### config.mk
export PLATFORM = sky130hd
export DESIGN_NAME = utf8_to_utf16_transcoder
export DESIGN_NICKNAME = d
export VERILOG_FILES = /design/src/rtl/utt_pkg.sv /design/src/rtl/utt_front.sv /design/src/rtl/utt_queue.sv /design/src/rtl/utt_back.sv /design/src/rtl/utf8_to_utf16_transcoder.sv
export SDC_FILE = /design/constraint.sdc
export NUM_CORES = 1
export LEC_CHECK = 0
export ABC_AREA = 1
export BUFFER_PORTS_ARGS = -buffer_cell sky130_fd_sc_hd__clkbuf_2
export CAP_MARGIN = 20
export CORE_ASPECT_RATIO = 0.5
export CORE_MARGIN = 5
export CORE_UTILIZATION = 63
export DETAILED_ROUTE_END_ITERATION = 10
export PLACE_DENSITY = 0.89
export SYNTH_ARGS = -nofsm -noshare
export SYNTH_HDL_FRONTEND = slang
export SYNTH_HIERARCHICAL = 1
export SYNTH_SLANG_ARGS = --single-unit
### constraint.sdc
create_clock -name clk -period 6.4 [get_ports clk]
set_input_delay 0.64 -clock clk [delete_from_list [all_inputs] [get_ports clk]]
set_output_delay 0.64 -clock clk [all_outputs]
set_load 0.03 [all_outputs]
### src/rtl/utt_pkg.sv
// Shared types, constants and decode functions of the UTF-8 to UTF-16 transcoder.
package utt_pkg;

  localparam int UTT_QDEPTH = 4;

  localparam logic [31:0] CP_PLANE1  = 32'h0001_0000;
  localparam logic [31:0] CP_LIMIT   = 32'h0011_0000;
  localparam logic [20:0] PAIR_BASE  = 21'h01_0000;
  localparam logic [15:0] HI_BASE    = 16'hD800;
  localparam logic [15:0] LO_BASE    = 16'hDC00;
  localparam logic [15:0] UNIT_REPL  = 16'hFFFD;

  typedef enum logic [1:0] {
    KIND_UNIT   = 2'd0,
    KIND_TERM   = 2'd1,
    KIND_CUT    = 2'd2,
    KIND_NOTERM = 2'd3
  } utt_kind_t;

  typedef struct packed {
    logic [7:0] in_byte;
    logic       last_byte;
  } utt_in_t;

  typedef struct packed {
    utt_kind_t   kind;
    logic [15:0] code_unit;
    logic [2:0]  missing_extra;
    logic        final_result;
  } utt_out_t;

  // One queued command: a finished sequence or a sequence cut by the buffer end.
  typedef struct packed {
    logic        cut;
    logic        last;
    logic [2:0]  extra;
    logic [31:0] acc;
  } utt_cmd_t;

  function automatic logic [2:0] lead_extra(input logic [7:0] b);
    logic [2:0] n;
    if (b < 8'hC0) begin
      n = 3'd0;
    end else if (b < 8'hE0) begin
      n = 3'd1;
    end else if (b < 8'hF0) begin
      n = 3'd2;
    end else if (b < 8'hF8) begin
      n = 3'd3;
    end else if (b < 8'hFC) begin
      n = 3'd4;
    end else begin
      n = 3'd5;
    end
    return n;
  endfunction

  function automatic logic [31:0] seq_offset(input logic [2:0] extra);
    logic [31:0] off;
    case (extra)
      3'd1: off = 32'h0000_3080;
      3'd2: off = 32'h000E_2080;
      3'd3: off = 32'h03C8_2080;
      3'd4: off = 32'hFA08_2080;
      3'd5: off = 32'h8208_2080;
      default: off = 32'h0000_0000;
    endcase
    return off;
  endfunction

endpackage

### src/rtl/utt_front.sv
// Front end: folds source bytes into sequences and issues commands to the queue.
module utt_front (
  input  logic               clk,
  input  logic               rst_n,
  input  logic               accept,
  input  utt_pkg::utt_in_t   in_item,
  output logic               cmd_valid,
  output utt_pkg::utt_cmd_t  cmd
);
  import utt_pkg::*;

  logic [31:0] acc_r, acc_nxt;
  logic [2:0]  bytes_left_r, bytes_left_nxt;
  logic [2:0]  extra_r, extra_nxt;
  logic        discarding_r, discarding_nxt;

  logic        left_zero;
  logic [31:0] fold;
  logic [2:0]  extra_cur;
  logic [2:0]  left_dec;
  logic        done;
  logic        is_term;

  always_comb begin
    left_zero = (bytes_left_r == 3'd0);
    fold      = left_zero ? {24'd0, in_item.in_byte}
                          : {acc_r[25:0], 6'd0} + {24'd0, in_item.in_byte};
    extra_cur = left_zero ? lead_extra(in_item.in_byte) : extra_r;
    left_dec  = left_zero ? lead_extra(in_item.in_byte) : bytes_left_r - 3'd1;
    done      = (left_dec == 3'd0);
    is_term   = (fold == seq_offset(extra_cur));

    acc_nxt        = acc_r;
    bytes_left_nxt = bytes_left_r;
    extra_nxt      = extra_r;
    discarding_nxt = discarding_r;
    cmd_valid      = 1'b0;
    cmd.cut        = !done;
    cmd.last       = in_item.last_byte;
    cmd.extra      = extra_cur;
    cmd.acc        = fold;

    if (accept) begin
      if (discarding_r) begin
        if (in_item.last_byte) begin
          discarding_nxt = 1'b0;
        end
      end else begin
        acc_nxt   = fold;
        extra_nxt = extra_cur;
        if (done) begin
          cmd_valid      = 1'b1;
          bytes_left_nxt = 3'd0;
          // A terminator that is not on the last byte drops the rest of the buffer.
          discarding_nxt = is_term && !in_item.last_byte;
        end else if (in_item.last_byte) begin
          cmd_valid      = 1'b1;
          bytes_left_nxt = 3'd0;
        end else begin
          bytes_left_nxt = left_dec;
        end
      end
    end
  end

  always_ff @(posedge clk) begin
    if (!rst_n) begin
      acc_r        <= '0;
      bytes_left_r <= '0;
      extra_r      <= '0;
      discarding_r <= 1'b0;
    end else begin
      acc_r        <= acc_nxt;
      bytes_left_r <= bytes_left_nxt;
      extra_r      <= extra_nxt;
      discarding_r <= discarding_nxt;
    end
  end

  a_discard_idle: assert property (@(posedge clk) disable iff (!rst_n)
    discarding_r |-> (bytes_left_r == 3'd0))
    else $error("discarding while a sequence is open");

endmodule

### src/rtl/utt_queue.sv
// Short command queue between the front end and the back end.
module utt_queue #(
  parameter int DEPTH = utt_pkg::UTT_QDEPTH
) (
  input  logic               clk,
  input  logic               rst_n,
  input  logic               wr_en,
  input  utt_pkg::utt_cmd_t  wr_data,
  output logic               full,
  output logic               rd_valid,
  input  logic               rd_en,
  output utt_pkg::utt_cmd_t  rd_data
);
  import utt_pkg::*;

  localparam int PTR_W = $clog2(DEPTH);
  localparam int CNT_W = $clog2(DEPTH + 1);
  localparam logic [PTR_W-1:0] PTR_LAST = PTR_W'(DEPTH - 1);
  localparam logic [CNT_W-1:0] CNT_FULL = CNT_W'(DEPTH);

  utt_cmd_t         mem_r [DEPTH];
  logic [PTR_W-1:0] wr_ptr_r, wr_ptr_nxt;
  logic [PTR_W-1:0] rd_ptr_r, rd_ptr_nxt;
  logic [CNT_W-1:0] count_r, count_nxt;
  logic             do_wr, do_rd;

  always_comb begin
    full     = (count_r == CNT_FULL);
    rd_valid = (count_r != '0);
    rd_data  = mem_r[rd_ptr_r];
    do_wr    = wr_en && !full;
    do_rd    = rd_en && rd_valid;

    wr_ptr_nxt = wr_ptr_r;
    rd_ptr_nxt = rd_ptr_r;
    count_nxt  = count_r;
    if (do_wr) begin
      wr_ptr_nxt = (wr_ptr_r == PTR_LAST) ? '0 : wr_ptr_r + 1'b1;
    end
    if (do_rd) begin
      rd_ptr_nxt = (rd_ptr_r == PTR_LAST) ? '0 : rd_ptr_r + 1'b1;
    end
    if (do_wr && !do_rd) begin
      count_nxt = count_r + 1'b1;
    end else if (do_rd && !do_wr) begin
      count_nxt = count_r - 1'b1;
    end
  end

  always_ff @(posedge clk) begin
    if (do_wr) begin
      mem_r[wr_ptr_r] <= wr_data;
    end
  end

  always_ff @(posedge clk) begin
    if (!rst_n) begin
      wr_ptr_r <= '0;
      rd_ptr_r <= '0;
      count_r  <= '0;
    end else begin
      wr_ptr_r <= wr_ptr_nxt;
      rd_ptr_r <= rd_ptr_nxt;
      count_r  <= count_nxt;
    end
  end

  a_count_bound: assert property (@(posedge clk) disable iff (!rst_n)
    count_r <= CNT_FULL)
    else $error("queue count beyond depth");

endmodule

### src/rtl/utt_back.sv
// Back end: turns queued commands into UTF-16 results, one result per cycle while the receiver pops.
module utt_back (
  input  logic               clk,
  input  logic               rst_n,
  input  logic               q_valid,
  input  utt_pkg::utt_cmd_t  q_data,
  output logic               q_pop,
  output logic               empty,
  input  logic               pop,
  output utt_pkg::utt_out_t  out_data
);
  import utt_pkg::*;

  // Decode stage: holds the code point of the command being expanded.
  logic        d_valid_r, d_valid_nxt;
  logic [31:0] d_cp_r, d_cp_nxt;
  logic        d_last_r, d_last_nxt;
  logic        d_cut_r, d_cut_nxt;
  logic [2:0]  d_miss_r, d_miss_nxt;
  logic [1:0]  idx_r, idx_nxt;

  logic        out_valid_r, out_valid_nxt;
  utt_out_t    out_r, out_nxt;

  logic        is_zero, is_bmp, is_pair;
  logic [20:0] pair_v;
  logic [1:0]  n_units, n_res;
  utt_out_t    res;
  logic        o_load, emit, d_done;

  always_comb begin
    is_zero = (d_cp_r == 32'd0);
    is_bmp  = (d_cp_r < CP_PLANE1);
    is_pair = !is_bmp && (d_cp_r < CP_LIMIT);
    pair_v  = d_cp_r[20:0] - PAIR_BASE;
    n_units = is_pair ? 2'd2 : 2'd1;
    if (d_cut_r || is_zero) begin
      n_res = 2'd1;
    end else begin
      n_res = n_units + {1'b0, d_last_r};
    end

    res.kind          = KIND_UNIT;
    res.code_unit     = 16'd0;
    res.missing_extra = 3'd0;
    res.final_result  = (idx_r == n_res - 2'd1);
    if (d_cut_r) begin
      res.kind          = KIND_CUT;
      res.missing_extra = d_miss_r;
    end else if (is_zero) begin
      res.kind = KIND_TERM;
    end else if (idx_r < n_units) begin
      if (is_bmp) begin
        res.code_unit = d_cp_r[15:0];
      end else if (is_pair) begin
        res.code_unit = (idx_r == 2'd0) ? (HI_BASE | {6'd0, pair_v[19:10]})
                                        : (LO_BASE | {6'd0, pair_v[9:0]});
      end else begin
        res.code_unit = UNIT_REPL;
      end
    end else begin
      res.kind = KIND_NOTERM;
    end

    o_load = !out_valid_r || pop;
    emit   = d_valid_r && o_load;
    d_done = emit && res.final_result;
    q_pop  = q_valid && (!d_valid_r || d_done);

    idx_nxt = idx_r;
    if (emit) begin
      idx_nxt = res.final_result ? 2'd0 : idx_r + 2'd1;
    end

    d_valid_nxt = d_valid_r;
    d_cp_nxt    = d_cp_r;
    d_last_nxt  = d_last_r;
    d_cut_nxt   = d_cut_r;
    d_miss_nxt  = d_miss_r;
    if (q_pop) begin
      d_valid_nxt = 1'b1;
      d_cp_nxt    = q_data.acc - seq_offset(q_data.extra);
      d_last_nxt  = q_data.last;
      d_cut_nxt   = q_data.cut;
      d_miss_nxt  = q_data.extra;
    end else if (d_done) begin
      d_valid_nxt = 1'b0;
    end

    out_valid_nxt = out_valid_r;
    out_nxt       = out_r;
    if (o_load) begin
      out_valid_nxt = d_valid_r;
      out_nxt       = res;
    end

    empty    = !out_valid_r;
    out_data = out_r;
  end

  always_ff @(posedge clk) begin
    d_cp_r   <= d_cp_nxt;
    d_last_r <= d_last_nxt;
    d_cut_r  <= d_cut_nxt;
    d_miss_r <= d_miss_nxt;
    out_r    <= out_nxt;
  end

  always_ff @(posedge clk) begin
    if (!rst_n) begin
      d_valid_r   <= 1'b0;
      idx_r       <= '0;
      out_valid_r <= 1'b0;
    end else begin
      d_valid_r   <= d_valid_nxt;
      idx_r       <= idx_nxt;
      out_valid_r <= out_valid_nxt;
    end
  end

  a_idx_range: assert property (@(posedge clk) disable iff (!rst_n)
    d_valid_r |-> (idx_r < n_res))
    else $error("result index past the end of the command");

  a_term_final: assert property (@(posedge clk) disable iff (!rst_n)
    (out_valid_r && (out_r.kind == KIND_TERM || out_r.kind == KIND_CUT))
      |-> out_r.final_result)
    else $error("stop result is not the final one of its byte");

  a_idle_idx: assert property (@(posedge clk) disable iff (!rst_n)
    !d_valid_r |-> (idx_r == 2'd0))
    else $error("result index left over in an empty decode stage");

endmodule

### src/rtl/utf8_to_utf16_transcoder.sv
// UTF-8 to UTF-16 transcoder: top level joining front end, command queue and back end.
//
// Input channel: one UTF-8 byte per transfer in in_data, with last_byte marking the
// final byte of a source buffer. A byte transfers on a rising edge with push high
// and full low. Result channel: the oldest result sits on out_data while empty is
// low and transfers on a rising edge with pop high.
// The front end folds each byte into the open sequence and, when a sequence
// completes or the buffer ends, writes one command into a QUEUE_DEPTH-entry
// queue. The back end computes the code point and shifts out one to three
// results, one per cycle while the receiver pops, through its output register.
// The front end takes one byte per cycle while full is low; the back end moves
// one result per cycle while the receiver pops, so a byte that yields a surrogate
// pair plus an end marker occupies it for each of those results.
// full rises when the command queue is full, which happens when the back end falls
// behind: on a stalled receiver, or on bytes that each yield two or three results.
// The receiver may hold pop low as long as it likes.
// Reset clears the open sequence, the discard state, the queue and the output.
module utf8_to_utf16_transcoder #(
  parameter int QUEUE_DEPTH = utt_pkg::UTT_QDEPTH
) (
  input  logic               clk,
  input  logic               rst_n,
  input  logic               push,
  output logic               full,
  input  utt_pkg::utt_in_t   in_data,
  output logic               empty,
  input  logic               pop,
  output utt_pkg::utt_out_t  out_data
);
  import utt_pkg::*;

  logic     accept;
  logic     cmd_valid;
  utt_cmd_t cmd;
  logic     q_full;
  logic     q_valid;
  logic     q_pop;
  utt_cmd_t q_data;

  assign full   = q_full;
  assign accept = push && !q_full;

  utt_front u_front (
    .clk       (clk),
    .rst_n     (rst_n),
    .accept    (accept),
    .in_item   (in_data),
    .cmd_valid (cmd_valid),
    .cmd       (cmd)
  );

  utt_queue #(
    .DEPTH (QUEUE_DEPTH)
  ) u_queue (
    .clk      (clk),
    .rst_n    (rst_n),
    .wr_en    (cmd_valid),
    .wr_data  (cmd),
    .full     (q_full),
    .rd_valid (q_valid),
    .rd_en    (q_pop),
    .rd_data  (q_data)
  );

  utt_back u_back (
    .clk      (clk),
    .rst_n    (rst_n),
    .q_valid  (q_valid),
    .q_data   (q_data),
    .q_pop    (q_pop),
    .empty    (empty),
    .pop      (pop),
    .out_data (out_data)
  );

endmodule
==> metrics.csv <==
stage,metric,value,unit
floorplan,Initial Util,0.643,
floorplan,die height,110,um
clock_network,Post-CTS Setup Repair Bufs,0,
clock_network,clock buffer depth,3,
timing,fin crit share,0.692,
yosys,synthesized flop and latch total,253,
timing,Final Setup Violations,0,
final_layout,final std cells w/o fill,1643,
timing,fin crit period,4.43,ns
timing,fmax,226,MHz
grt,first-pass GRT wire length,47.8,mm
yosys,share of the synthesized area in the top cell type,0.495,
power,Pleak,0.00568,uW
clock_network,# clock sinks,253,
clock_network,H-tree levels,1,
grt,largest net degree at the start of global routing,47,
critical_path,critical path arrival,4.84,ns
yosys,Syn Nets,1379,
yosys,Post-synth top flop,edfxtp_1,
clock_network,clock latency on the worst-skew pair,0.51,ns
floorplan,Die X,210,um
routing,First DRT Iteration DRCs,1240,
final_layout,Area growth syn-to-layout,9.32,%
placement,placed cell area,0.0129,mm^2
final_layout,Final nets,1406,
grt,met1 Track Usage GR,0.338,
clock_network,clock root cell,clkbuf_16,
yosys,Netlist cell types,47,
power,pwr/cell area,537,mW/mm^2
routing,per-cell routed wire length,18.8,um
routing,DR vias,9960,
placement,"worst slack, placed",2.19,ns
yosys,"top cells by area, synth","edfxtp_1 50%, dfxtp_1 7.3%, nand2_1 6.2%",
timing,Slew Limit Headroom,0.477,
routing,Post-Route WL,31.0,mm
yosys,"Seq/Total Area, Yosys",0.569,
clock_network,"Reg clk slew, reported paths",0.07,ns
flow_run,Max Cap Viol,0,
timing,clock skew,0.0151,ns
clock_network,# hold bufs at CTS,0,
grt,met3 Use GR,0.0522,
yosys,synth warn,6,
placement,dpl cells,1598,
grt,Overflow after GRT,0,
floorplan,Die ar.,0.0230,mm^2
yosys,Syn Inst Count,1333,
critical_path,Crit Path Class,reg2reg,
routing,Final ANT Viol Nets,0,
grt,Global Route met2 Usage,0.450,
timing,Worst Tran Pin Value,0.785,ns
critical_path,crit path max fanout,46,
grt,GRT Max-Usage Layer,met2,
clock_network,CTS tree,built,
routing,1st-pass router iterations,8,
grt,vias in the first global route,9542,
placement,placer congestion estimate,0.934,
timing,setup TNS,0,ns
floorplan,Core Region,0.0195,mm^2
yosys,syn avg cell area,9.41,um^2
run_status,outcome,completed,
routing,Via density,6.06,
final_layout,multi-input combinational cell area,0.00449,mm^2
critical_path,CP Launch Type,flop,
power,"IR drop worst, VDD",298,uV
timing,RSZ-0062 raised after global routing,false,
grt,antenna violations before repair,1,
final_layout,register area,0.00714,mm^2
routing,Residual DRC,0,
critical_path,CP endpoint kind,flop,
final_layout,Fillers,1273,
grt,GRT Overall Usage,0.262,
final_layout,layout cells sized above 1,0.108,
min_path,worst hold path class,in2reg,
yosys,Synth top cells by count,"207 x edfxtp_1, 207 x nand2_1, 183 x nor2_1, 170 x inv_1, 89 x o21ai_0",
placement,port bufs,36,
clock_network,CTS buffer count,22,
final_layout,post-route cell area,0.0137,mm^2
floorplan,I/O Pins,37,
yosys,ys async rst share,0,
critical_path,"Data required, critical path",6.81,ns
final_layout,"Core Util, Final",0.703,
timing,setup ws final,1.97,ns
placement,hpwl dp,20.0,mm
floorplan,row count,36,
clock_network,PostCTS Resize Cnt,0,
yosys,leading area contributor after synthesis,edfxtp_1,
yosys,Post-Syn Area,0.0125,mm^2
timing,final hold viol count,0,
timing,Final Max Slew Viols,0,
yosys,Post-synth EDFFs,207,
cells in the final DEF (no fill, tap or decap), types with 3 or more instances in the layout:
cell type	count
nor4_1	5
inv_1	170
clkinv_1	6
xor2_1	21
clkbuf_2	36
a21oi_2	3
bufinv_16	4
nor2_1	178
inv_2	11
nand2_1	207
ha_1	31
o21ai_0	89
dfxtp_1	45
o211ai_1	4
o22ai_1	38
nand4_1	14
nor3_1	8
a211oi_1	3
o21ai_2	3
nor2_2	18
clkbuf_16	23
o21ai_1	30
or2_2	6
clkbuf_1	6
nand3_1	73
a21oi_1	68
buf_4	6
nand3b_1	3
nor2_4	10
o21bai_1	5
xnor2_1	4
nand2_2	15
edfxtp_1	207
critical path: stages (launching register included):
cell and delay [ns]:
dfxtp_1 0.39, nor2_1 0.08, nand2_1 0.17, inv_1 0.12
nor2_2 0.12, inv_1 0.08, nor2_2 0.08, buf_4 0.37
clkinv_1 0.50, a21oi_1 0.62, nand2_1 0.42, inv_1 0.17
ha_1 0.21, inv_1 0.09, fa_1 0.40, inv_1 0.10
nand2_1 0.10, nand3_1 0.10, nand2_1 0.06, inv_1 0.06
nor2_1 0.04
sequential cells by signal, indices dropped and copies added (netlist names), named ones only:
register and flops:
u_back/out_data 22, u_back/idx_r 2, u_back/out_valid_r 1, u_front/bytes_left_r 3
u_queue/mem_r 148, u_back/d_cp_r 32, u_back/d_valid_r 1, u_front/acc_r 26
u_queue/count_r 3, u_back/d_miss_r 3, u_front/extra_r 3, u_queue/rd_ptr_r 2
u_back/d_last_r 1, u_back/d_cut_r 1, u_queue/wr_ptr_r 2, u_front/discarding_r 1
layer usage:
layer,up-vias,part of all wire
li1,4549,-
met1,4626,0.39
met2,660,0.46
met3,125,0.12
met4,0,0.039
met5,-,0
report_power, final:
part / internal [uW] / switching (uW)
sequential: 2390 / 201
combinational: 1050 / 2320
clock: 820 / 587
total: 4260 / 3110
per-stage QoR:
| step | total power (uW) | hold WS (ns) |
|---|---|---|
| 2_1_floorplan | 5030 | 0.441 |
| 3_3_place_gp | 5650 | 0.453 |
| 3_5_place_dp | 5810 | 0.463 |
| 4_1_cts | 7240 | 0.434 |
| 5_1_grt | 7800 | 0.448 |
| 6_report | 7370 | 0.456 |
cell families (layout without fill, tap and decap cells):
family	count (synthesis)	in the layout	share of synthesized area
and+or+nand+nor	543	543	0.191
DFF	253	253	0.569
AOI/OAI and AO/OA	253	253	0.111
xor gates and xnor gates	25	25	0.0175
buffers and inverters	226	269	0.0772
other	0	1	0
adders and majority gates	33	33	0.0341
path summary, 6_finish.rpt:
path,startpoint,endpoint,slack [ns],depth (start not counted)
worst max-delay path,u_queue/count_r[1],u_queue/count_r[2],1.97,20
worst min-delay path,in_data[1],u_queue/mem_r[2][0],0.46,1
worst max register to register,u_queue/count_r[1],u_queue/count_r[2],1.97,20
worst min register to register,u_front/discarding_r,u_front/discarding_r,0.48,2
area by class of cell:
cell class	instances	area share
inverters	183	0.0501
clock inverters	11	0.0111
clock buffers	29	0.0436
multi-input cells	854	0.327
diodes	1	0.000182
flip-flops and latches	253	0.520
well taps	266	0.0243
repair buffers	46	0.0234
Power figures use the tool's default switching activity.
